$ cat src/rtl/core/fnpll_pkg.sv
// Shared constants for the fractional-N PLL divider calculator.
// Holds register indexes, field widths and the fixed limits of the divider.
// No dependencies.
`default_nettype none

package fnpll_pkg;

    // Configuration register indexes
    localparam logic [2:0] CFG_REF_FREQ    = 3'd0;
    localparam logic [2:0] CFG_SPACING     = 3'd1;
    localparam logic [2:0] CFG_DOUBLER     = 3'd2;
    localparam logic [2:0] CFG_HALVER      = 3'd3;
    localparam logic [2:0] CFG_R_DIVIDE    = 3'd4;
    localparam logic [2:0] CFG_PRESCALER   = 3'd5;
    localparam logic [2:0] CFG_FUNDAMENTAL = 3'd6;

    // Port widths
    localparam int CFG_ADDR_W = 3;
    localparam int CFG_DATA_W = 20;
    localparam int IN_DATA_W  = 32;
    localparam int OUT_DATA_W = 48;

    // Lowest VCO rate, 2200 MHz in Q16
    localparam logic [34:0] VCO_MIN_Q16 = 35'd144179200;
    // Highest output divider exponent
    localparam logic [2:0]  DIV_SEL_MAX = 3'd6;
    // INT limits
    localparam logic [15:0] INT_MAX_VAL = 16'hFFFF;
    localparam logic [15:0] INT_MIN_89  = 16'd75;
    localparam logic [15:0] INT_MIN_45  = 16'd23;

endpackage

`default_nettype wire

$ cat src/rtl/core/frac_n_pll_divider_calc.sv
// Fractional-N PLL divider calculator: top level and bit-serial datapath.
// Turns a target frequency into the output divider, INT, FRAC and MOD words.
// Depends on fnpll_pkg.
//
// Usage: the input stream carries one target frequency per transfer
// (unsigned Q16 MHz). For each one the block returns a single result transfer
// holding the output divider exponent, INT, FRAC and MOD. Settings are written
// through the cfg port while the block is idle.
// The work is done by one shared shift-add multiplier (one multiplier bit per
// cycle) and one shared restoring divider (one quotient bit per cycle) that run
// in turn: feedback product, INT division (30 steps), spacing product, MOD
// division (32 steps), FRAC product and division (22 steps), a binary GCD (one
// step per cycle) and two 12-step reductions. One request is in work at a time;
// s_tready is high only while the datapath is free.
// The finished result sits in an output register, so a new request is taken
// while the receiver stalls; the next result waits until that register is
// taken. Reset clears the control state and loads the default settings:
// 100 MHz reference, halver on, R of 1, 100 kHz spacing, 4/5 prescaler,
// fundamental feedback.
`default_nettype none

module frac_n_pll_divider_calc #(
    parameter int MOD_MAX = 4095
) (
    input  wire                               clk,
    input  wire                               rst_n,
    // Request stream
    input  wire                               s_tvalid,
    output logic                              s_tready,
    // s_tdata: [28:0] target_freq_q16, [31:29] zero
    input  wire  [fnpll_pkg::IN_DATA_W-1:0]   s_tdata,
    // Result stream
    output logic                              m_tvalid,
    input  wire                               m_tready,
    // m_tdata: [2:0] out_div_sel, [18:3] int_part, [30:19] frac_part,
    // [42:31] modulus, [47:43] zero
    output logic [fnpll_pkg::OUT_DATA_W-1:0]  m_tdata,
    // Configuration write port
    input  wire                               cfg_we,
    input  wire  [fnpll_pkg::CFG_ADDR_W-1:0]  cfg_addr,
    input  wire  [fnpll_pkg::CFG_DATA_W-1:0]  cfg_wdata
);
    import fnpll_pkg::*;

    localparam logic [11:0] MOD_LIMIT = 12'(MOD_MAX);

    typedef enum logic [3:0] {
        ST_IDLE,
        ST_KSEARCH,
        ST_MUL_N,
        ST_DIV_N,
        ST_MUL_S,
        ST_DIV_M,
        ST_MUL_F,
        ST_DIV_F,
        ST_GCD_INIT,
        ST_GCD,
        ST_RED_F,
        ST_RED_M,
        ST_OUT
    } state_t;

    state_t state_reg;

    // Configuration registers
    logic [7:0]  ref_freq_reg;
    logic [19:0] spacing_reg;
    logic        doubler_reg;
    logic        halver_reg;
    logic [9:0]  r_divide_reg;
    logic        prescaler_reg;
    logic        fundamental_reg;

    // Request state
    logic [28:0] target_reg;
    logic [34:0] tshift_reg;
    logic [2:0]  k_reg;
    logic        sat_reg;
    logic [15:0] ival_reg;
    logic [15:0] num_lo_reg;
    logic [24:0] rem_reg;
    logic [11:0] mod_reg;
    logic [11:0] frac_reg;

    // Shift-add multiplier
    logic [46:0] acc_reg;
    logic [46:0] mcand_reg;
    logic [11:0] mplier_reg;

    // Restoring divider
    logic [31:0] dvd_reg;
    logic [31:0] dvs_reg;
    logic [31:0] prem_reg;
    logic [31:0] quo_reg;
    logic [5:0]  dcnt_reg;

    // Binary GCD
    logic [11:0] ga_reg;
    logic [11:0] gb_reg;
    logic [3:0]  gsh_reg;

    // Output register
    logic        m_tvalid_reg;
    logic [OUT_DATA_W-1:0] m_tdata_reg;

    // Derived PFD terms
    logic [8:0]  pnum;
    logic [9:0]  r_eff;
    logic [10:0] pden;
    logic [20:0] pnum_x2000;
    logic [31:0] mod_dividend;

    assign pnum  = doubler_reg ? {ref_freq_reg, 1'b0} : {1'b0, ref_freq_reg};
    assign r_eff = (r_divide_reg == 10'd0) ? 10'd1 : r_divide_reg;
    assign pden  = halver_reg ? {r_eff, 1'b0} : {1'b0, r_eff};
    // 2000 = 2048 - 32 - 16
    assign pnum_x2000 = {1'b0, pnum, 11'd0} - {7'd0, pnum, 5'd0} - {8'd0, pnum, 4'd0};
    assign mod_dividend = {11'd0, pnum_x2000} + {1'b0, acc_reg[30:0]};

    // One restoring division step
    logic [32:0] div_shift;
    logic [32:0] div_diff;
    logic        div_ge;

    assign div_shift = {prem_reg, dvd_reg[31]};
    assign div_diff  = div_shift - {1'b0, dvs_reg};
    assign div_ge    = !div_diff[32];

    // Rounded frac product plus half the divisor
    logic [37:0] frac_sum;
    assign frac_sum = acc_reg[37:0] + {14'd0, pnum, 15'd0};

    // Clamped modulus from the MOD quotient
    logic [11:0] mod_clamped;
    always_comb
    begin
        if (quo_reg > {20'd0, MOD_LIMIT})
            mod_clamped = MOD_LIMIT;
        else if (quo_reg == 32'd0)
            mod_clamped = 12'd1;
        else
            mod_clamped = quo_reg[11:0];
    end

    // INT after the prescaler minimum
    logic [15:0] int_min;
    logic [15:0] int_out;
    assign int_min = prescaler_reg ? INT_MIN_89 : INT_MIN_45;
    assign int_out = (ival_reg < int_min) ? int_min : ival_reg;

    logic [11:0] gcd_val;
    assign gcd_val = ga_reg << gsh_reg;

    assign s_tready = (state_reg == ST_IDLE);
    assign m_tvalid = m_tvalid_reg;
    assign m_tdata  = m_tdata_reg;

    // Configuration writes
    always_ff @(posedge clk or negedge rst_n)
    begin
        if (!rst_n)
        begin
            ref_freq_reg    <= 8'd100;
            spacing_reg     <= 20'd100;
            doubler_reg     <= 1'b0;
            halver_reg      <= 1'b1;
            r_divide_reg    <= 10'd1;
            prescaler_reg   <= 1'b0;
            fundamental_reg <= 1'b1;
        end
        else if (cfg_we)
        begin
            unique case (cfg_addr)
                CFG_REF_FREQ:    ref_freq_reg    <= cfg_wdata[7:0];
                CFG_SPACING:     spacing_reg     <= cfg_wdata;
                CFG_DOUBLER:     doubler_reg     <= cfg_wdata[0];
                CFG_HALVER:      halver_reg      <= cfg_wdata[0];
                CFG_R_DIVIDE:    r_divide_reg    <= cfg_wdata[9:0];
                CFG_PRESCALER:   prescaler_reg   <= cfg_wdata[0];
                CFG_FUNDAMENTAL: fundamental_reg <= cfg_wdata[0];
                default:         ;
            endcase
        end
    end

    // Sequencer, shared multiplier and divider, output register
    always_ff @(posedge clk or negedge rst_n)
    begin
        if (!rst_n)
        begin
            state_reg    <= ST_IDLE;
            m_tvalid_reg <= 1'b0;
        end
        else
        begin
            // The output state loads the register itself, so it is not cleared here.
            if (m_tready && state_reg != ST_OUT)
                m_tvalid_reg <= 1'b0;

            unique case (state_reg)
                ST_IDLE:
                begin
                    if (s_tvalid)
                    begin
                        target_reg <= s_tdata[28:0];
                        tshift_reg <= {6'd0, s_tdata[28:0]};
                        k_reg      <= 3'd0;
                        state_reg  <= ST_KSEARCH;
                    end
                end

                // Smallest k with target * 2^k above the VCO minimum, at most DIV_SEL_MAX
                ST_KSEARCH:
                begin
                    if (k_reg == DIV_SEL_MAX || tshift_reg > VCO_MIN_Q16)
                    begin
                        acc_reg    <= '0;
                        mcand_reg  <= fundamental_reg ? {12'd0, tshift_reg}
                                                      : {18'd0, target_reg};
                        mplier_reg <= {1'b0, pden};
                        state_reg  <= ST_MUL_N;
                    end
                    else
                    begin
                        tshift_reg <= {tshift_reg[33:0], 1'b0};
                        k_reg      <= k_reg + 3'd1;
                    end
                end

                // Multiplier states run until the multiplier word is empty (ST_MUL_F stops early if INT saturated)
                ST_MUL_N:
                begin
                    if (mplier_reg == 12'd0)
                    begin
                        num_lo_reg <= acc_reg[15:0];
                        dvd_reg    <= {acc_reg[45:16], 2'b00};
                        dvs_reg    <= {23'd0, pnum};
                        prem_reg   <= '0;
                        quo_reg    <= '0;
                        dcnt_reg   <= 6'd30;
                        state_reg  <= ST_DIV_N;
                    end
                end

                ST_DIV_N:
                begin
                    if (dcnt_reg == 6'd0)
                    begin
                        if (pnum == 9'd0 || quo_reg[29:16] != 14'd0)
                        begin
                            sat_reg  <= 1'b1;
                            ival_reg <= INT_MAX_VAL;
                        end
                        else
                        begin
                            sat_reg  <= 1'b0;
                            ival_reg <= quo_reg[15:0];
                        end
                        rem_reg    <= {prem_reg[8:0], num_lo_reg};
                        acc_reg    <= '0;
                        mcand_reg  <= {27'd0, spacing_reg};
                        mplier_reg <= {1'b0, pden};
                        state_reg  <= ST_MUL_S;
                    end
                end

                ST_MUL_S:
                begin
                    if (mplier_reg == 12'd0)
                    begin
                        if (spacing_reg == 20'd0)
                        begin
                            mod_reg    <= MOD_LIMIT;
                            acc_reg    <= '0;
                            mcand_reg  <= {22'd0, rem_reg};
                            mplier_reg <= MOD_LIMIT;
                            state_reg  <= ST_MUL_F;
                        end
                        else
                        begin
                            dvd_reg   <= mod_dividend;
                            dvs_reg   <= {acc_reg[30:0], 1'b0};
                            prem_reg  <= '0;
                            quo_reg   <= '0;
                            dcnt_reg  <= 6'd32;
                            state_reg <= ST_DIV_M;
                        end
                    end
                end

                ST_DIV_M:
                begin
                    if (dcnt_reg == 6'd0)
                    begin
                        mod_reg    <= mod_clamped;
                        acc_reg    <= '0;
                        mcand_reg  <= {22'd0, rem_reg};
                        mplier_reg <= mod_clamped;
                        state_reg  <= ST_MUL_F;
                    end
                end

                ST_MUL_F:
                begin
                    if (sat_reg)
                    begin
                        frac_reg  <= 12'd0;
                        state_reg <= ST_GCD_INIT;
                    end
                    else if (mplier_reg == 12'd0)
                    begin
                        dvd_reg   <= {frac_sum[37:16], 10'd0};
                        dvs_reg   <= {23'd0, pnum};
                        prem_reg  <= '0;
                        quo_reg   <= '0;
                        dcnt_reg  <= 6'd22;
                        state_reg <= ST_DIV_F;
                    end
                end

                ST_DIV_F:
                begin
                    if (dcnt_reg == 6'd0)
                    begin
                        frac_reg  <= quo_reg[11:0];
                        state_reg <= ST_GCD_INIT;
                    end
                end

                // A zero FRAC reduces to 0 over 1
                ST_GCD_INIT:
                begin
                    ga_reg  <= frac_reg;
                    gb_reg  <= mod_reg;
                    gsh_reg <= 4'd0;
                    if (frac_reg == 12'd0)
                    begin
                        mod_reg   <= 12'd1;
                        state_reg <= ST_OUT;
                    end
                    else
                        state_reg <= ST_GCD;
                end

                // Binary GCD, one step per cycle
                ST_GCD:
                begin
                    if (ga_reg == gb_reg)
                    begin
                        dvd_reg   <= {frac_reg, 20'd0};
                        dvs_reg   <= {20'd0, gcd_val};
                        prem_reg  <= '0;
                        quo_reg   <= '0;
                        dcnt_reg  <= 6'd12;
                        state_reg <= ST_RED_F;
                    end
                    else if (!ga_reg[0] && !gb_reg[0])
                    begin
                        ga_reg  <= ga_reg >> 1;
                        gb_reg  <= gb_reg >> 1;
                        gsh_reg <= gsh_reg + 4'd1;
                    end
                    else if (!ga_reg[0])
                        ga_reg <= ga_reg >> 1;
                    else if (!gb_reg[0])
                        gb_reg <= gb_reg >> 1;
                    else if (ga_reg > gb_reg)
                        ga_reg <= ga_reg - gb_reg;
                    else
                        gb_reg <= gb_reg - ga_reg;
                end

                ST_RED_F:
                begin
                    if (dcnt_reg == 6'd0)
                    begin
                        frac_reg  <= quo_reg[11:0];
                        dvd_reg   <= {mod_reg, 20'd0};
                        prem_reg  <= '0;
                        quo_reg   <= '0;
                        dcnt_reg  <= 6'd12;
                        state_reg <= ST_RED_M;
                    end
                end

                ST_RED_M:
                begin
                    if (dcnt_reg == 6'd0)
                    begin
                        mod_reg   <= quo_reg[11:0];
                        state_reg <= ST_OUT;
                    end
                end

                // Wait for the output register to be free
                ST_OUT:
                begin
                    if (!m_tvalid_reg || m_tready)
                    begin
                        m_tvalid_reg <= 1'b1;
                        m_tdata_reg  <= {5'd0, mod_reg, frac_reg, int_out, k_reg};
                        state_reg    <= ST_IDLE;
                    end
                end

                default:
                    state_reg <= ST_IDLE;
            endcase

            // Multiplier step: add the shifted multiplicand for each set bit
            if ((state_reg == ST_MUL_N || state_reg == ST_MUL_S ||
                 state_reg == ST_MUL_F) && mplier_reg != 12'd0)
            begin
                if (mplier_reg[0])
                    acc_reg <= acc_reg + mcand_reg;
                mcand_reg  <= {mcand_reg[45:0], 1'b0};
                mplier_reg <= mplier_reg >> 1;
            end

            // Divider step: one quotient bit per cycle
            if ((state_reg == ST_DIV_N || state_reg == ST_DIV_M ||
                 state_reg == ST_DIV_F || state_reg == ST_RED_F ||
                 state_reg == ST_RED_M) && dcnt_reg != 6'd0)
            begin
                prem_reg <= div_ge ? div_diff[31:0] : div_shift[31:0];
                quo_reg  <= {quo_reg[30:0], div_ge};
                dvd_reg  <= {dvd_reg[30:0], 1'b0};
                dcnt_reg <= dcnt_reg - 6'd1;
            end
        end
    end

endmodule

`default_nettype wire

$ cat config.mk
export PLATFORM = sky130hd
export DESIGN_NAME = frac_n_pll_divider_calc
export DESIGN_NICKNAME = d
export VERILOG_FILES = /design/src/rtl/core/fnpll_pkg.sv /design/src/rtl/core/frac_n_pll_divider_calc.sv
export SDC_FILE = /design/constraint.sdc
export NUM_CORES = 1
export LEC_CHECK = 0
export BUFFER_PORTS_ARGS = -buffer_cell sky130_fd_sc_hd__buf_2
export CAP_MARGIN = 20
export CORE_UTILIZATION = 45
export DETAILED_ROUTE_END_ITERATION = 16
export REMOVE_ABC_BUFFERS = 1
export SYNTH_ARGS = -nofsm -noshare
export SYNTH_HDL_FRONTEND = slang
export SYNTH_SLANG_ARGS = --single-unit
$ cat constraint.sdc
create_clock -name clk -period 7.9 [get_ports clk]
set_clock_uncertainty 0.1 [all_clocks]
set_input_delay 0 -clock clk [delete_from_list [all_inputs] [get_ports clk]]
set_output_delay 0 -clock clk [all_outputs]
set_load 0.005 [all_outputs]
==> impl_metrics.csv <==
group,metric,value,unit
status,outcome,"finished, final reports clean",
route,drc,0,
floorplanning,die_h,260,µm
route,drtIter0Drc,2508,
critical_path,crit_slowest_cell,"mux2i_1",
place,gp_congestion,0.915,
clock_tree,cts_buffers,57,
worst_hold_path,min-delay-start,"s_tdata[11]",
floorplanning,die_area,67400,µm²
critical_path,worst-path-max-fanout,11,
critical_path,cp.arrival,6490,ps
route,vias,23500,
yosys,synth.area.top_cells,"edfxtp_1, ha_1, nand2_1",
global_route,grt_pass1_wl,138000,µm
critical_path,endpoint_kind,"register",
sta,hold_viol_final,0,
floorplanning,io_pins,110,
global_route,grt_max_degree,65,
yosys,syn_area_per_cell,10.5,µm²
yosys,synth_seq_area_share,50.0,%
clock_tree,h-tree-depth,2,
sta,relSlewSlack,19.8,%
power_and_ir_drop,power.leakage,0.0135,µW
route,via_per_inst,6.03,
clock_tree,clk_path_buf_depth,3,
floorplanning,start_util,45.4,%
sta,min_period,6240,ps
floorplanning,fp.dieW,260,µm
route,wl_per_cell,23.4,µm
worst_hold_path,hold_path.class,"input pin to register",
route,final_antenna_net_count,0,
layout,drive_above_1_share,10.8,%
yosys,synth_top_area_share,46.1,%
sta,slew_violations,0,
critical_path,crit_chain,"mux2i_1, inv_1, fa_1, inv_1, ha_1, a21o_1, a21oi_1, o21ai_0, a211oi_1, xnor2_1, ha_1, o21ai_0, nand2b_1, a21oi_1, o31a_1, o21ai_0, nand2_1, xnor2_1, a221oi_1, a21oi_1",
yosys,yosysWarnings,0,
sta,fmax,0.160,GHz
global_route,antenna_found_initial,13,
clock_tree,clk_latency,620,ps
critical_path,slowest_delay,700,ps
critical_path,worst-endpoint-required,8150,ps
floorplanning,placementRows,94,
global_route,gr-total-overflow,0,
yosys,synth_most_common_cell,"edfxtp_1",
yosys,netlist_instances,2839,
place,dp_hpwl,65400,µm
run,drv_cap,0,
sta,rsz0062_at_grt,"false",
critical_path,r2r-start,"doubler_reg",
critical_path,start_kind,"register",
power_and_ir_drop,power_density,425,nW/µm²
yosys,synth_edf_count,458,
yosys,synthesis.area,29900,µm²
clock_tree,clkTransAtPathRegs,60,ps
yosys,synth_top_area_cell,"edfxtp_1",
power_and_ir_drop,peakVddDrop,196,µV
layout,nNetsFinal,3210,
global_route,grt_usage,26.7,%
yosys,synthArstFlopShare,9.31,%
yosys,synthTopCellsByCount,"edfxtp_1, nand2_1, nor2_1, o21ai_0, a21oi_1",
power_and_ir_drop,power,14500,µW
layout,syn_to_final_growth,14.4,%
yosys,synth_flop_cell,"edfxtp_1",
clock_tree,cts_root_buf,"clkbuf_16",
sta,period_share,78.9,%
critical_path,startpoint,"doubler_reg",
clock_tree,cts_resized,0,
global_route,grt_pass1_vias,22800,
yosys,ys_types,79,
critical_path,crit_type,"register to register",
clock_tree,postCtsHoldBufs,94,
sta,setup-violations-final,0,
floorplanning,core_area,65700,µm²
clock_tree,post-cts-setup-buffer-count,0,
sta,worst_pin_slew,1190,ps
sta,setup_tns,0,ps
clock_tree,clock_sinks,505,
yosys,ys_ff_latch,505,
clock_tree,cts_tree,"built",
route,drt_wl_total,91000,µm
place,port_buffers,101,
route,drt-pass1-iter-count,8,
## logic make-up (layout without fill, tap and decap cells)
logic type | Yosys count | after routing | synth area share [%]
AOI/OAI and AO/OA | 728 | 728 | 16.1
DFF | 505 | 505 | 50.0
and+or+nand+nor | 865 | 865 | 13.7
other | 1 | 8 | 0.0126
xor gates and xnor gates | 148 | 148 | 4.40
adders and majority gates | 166 | 166 | 7.16
muxes | 136 | 136 | 4.80
buffers and inverters | 290 | 475 | 3.78
## stage by stage
| step | setup WS, ps | util [%] | cell area, µm² | std cells | hold slack (ps) |
|---|---|---|---|---|---|
| final | 1660 | 52.0 | 34200 | 3895 | 26.2 |
| after global routing | 1270 | 52.0 | 34200 | 3892 | 16.7 |
| after CTS | 1730 | 51.9 | 34100 | 3889 | 0.800 |
| after detailed placement | 1750 | 47.5 | 31200 | 3692 | -113 |
| after global placement | 1880 | 47.5 | 31200 | 3692 | -121 |
| after floorplan | 319 | - | 29200 | 2682 | -396 |
## critical path: cells and delay by family (launching register included)
kind	cells	cell delay (ps)
AO/OA/AOI/OAI	10	2370
adder cells (fa/ha/maj)	3	1320
multiplexers	1	700
flip-flops	1	640
buffers and inverters	2	340
XOR/XNOR	2	300
AND/OR/NAND/NOR	2	210
## placed cells by master, fill, tap and decap left out, drive strengths merged, types with 15 or more instances in the layout
| cell | n |
|---|---|
| a21o | 60 |
| nor2 | 196 |
| nand3 | 42 |
| and2 | 60 |
| clkbuf | 65 |
| o21ai | 188 |
| nor2b | 19 |
| nand4 | 19 |
| clkinv | 25 |
| o21bai | 18 |
| a222oi | 39 |
| xor2 | 59 |
| o2111ai | 15 |
| a21oi | 180 |
| ha | 158 |
| o21a | 20 |
| dfrtp | 38 |
| inv | 131 |
| nand2b | 41 |
| o211ai | 18 |
| nor4 | 34 |
| nand2 | 316 |
| nor3 | 46 |
| and3 | 57 |
| dlygate4sd3 | 93 |
| a221oi | 21 |
| a31oi | 26 |
| mux2i | 88 |
| a22oi | 15 |
| mux2 | 47 |
| buf | 150 |
| xnor2 | 89 |
| edfxtp | 458 |
## power breakdown
part | switching (µW) | total [µW] | leakage [µW] | internal (µW)
clock | 1120 | 2820 | 0.000965 | 1700
sequential | 808 | 4730 | 0.00478 | 3920
combinational | 4220 | 6990 | 0.00775 | 2770
total | 6150 | 14500 | 0.0135 | 8390
## final timing paths
path                                   to  slack (ps)  cells after the start
max reg2reg                   dvd_reg[28]        1660                     20
max                           dvd_reg[28]        1660                     20
min reg2reg                    rem_reg[7]         320                      0
min in group asynchronous    state_reg[1]         500                      4
max in group asynchronous  spacing_reg[0]        5960                      5
min                        target_reg[11]          30                      2
## metal layers
layer	global-route usage, %	vias to the layer above	routed length (µm)
met2	43.7	913	42200
met3	2.78	153	6270
met1	36.7	11500	39300
met4	9.48	4	3210
met5	0	-	23
li1	-	10900	-
## area by class of cell
class | instances | area [µm²]
diodes | 3 | 7.51
clock inverters | 38 | 483
flip-flops and latches | 505 | 14900
inverters | 129 | 484
multi-input cells | 2048 | 13900
well taps | 864 | 1080
repair buffers | 243 | 1840
fillers | 5836 | 31600
clock buffers | 65 | 1480
Power figures use the tool's default switching activity.
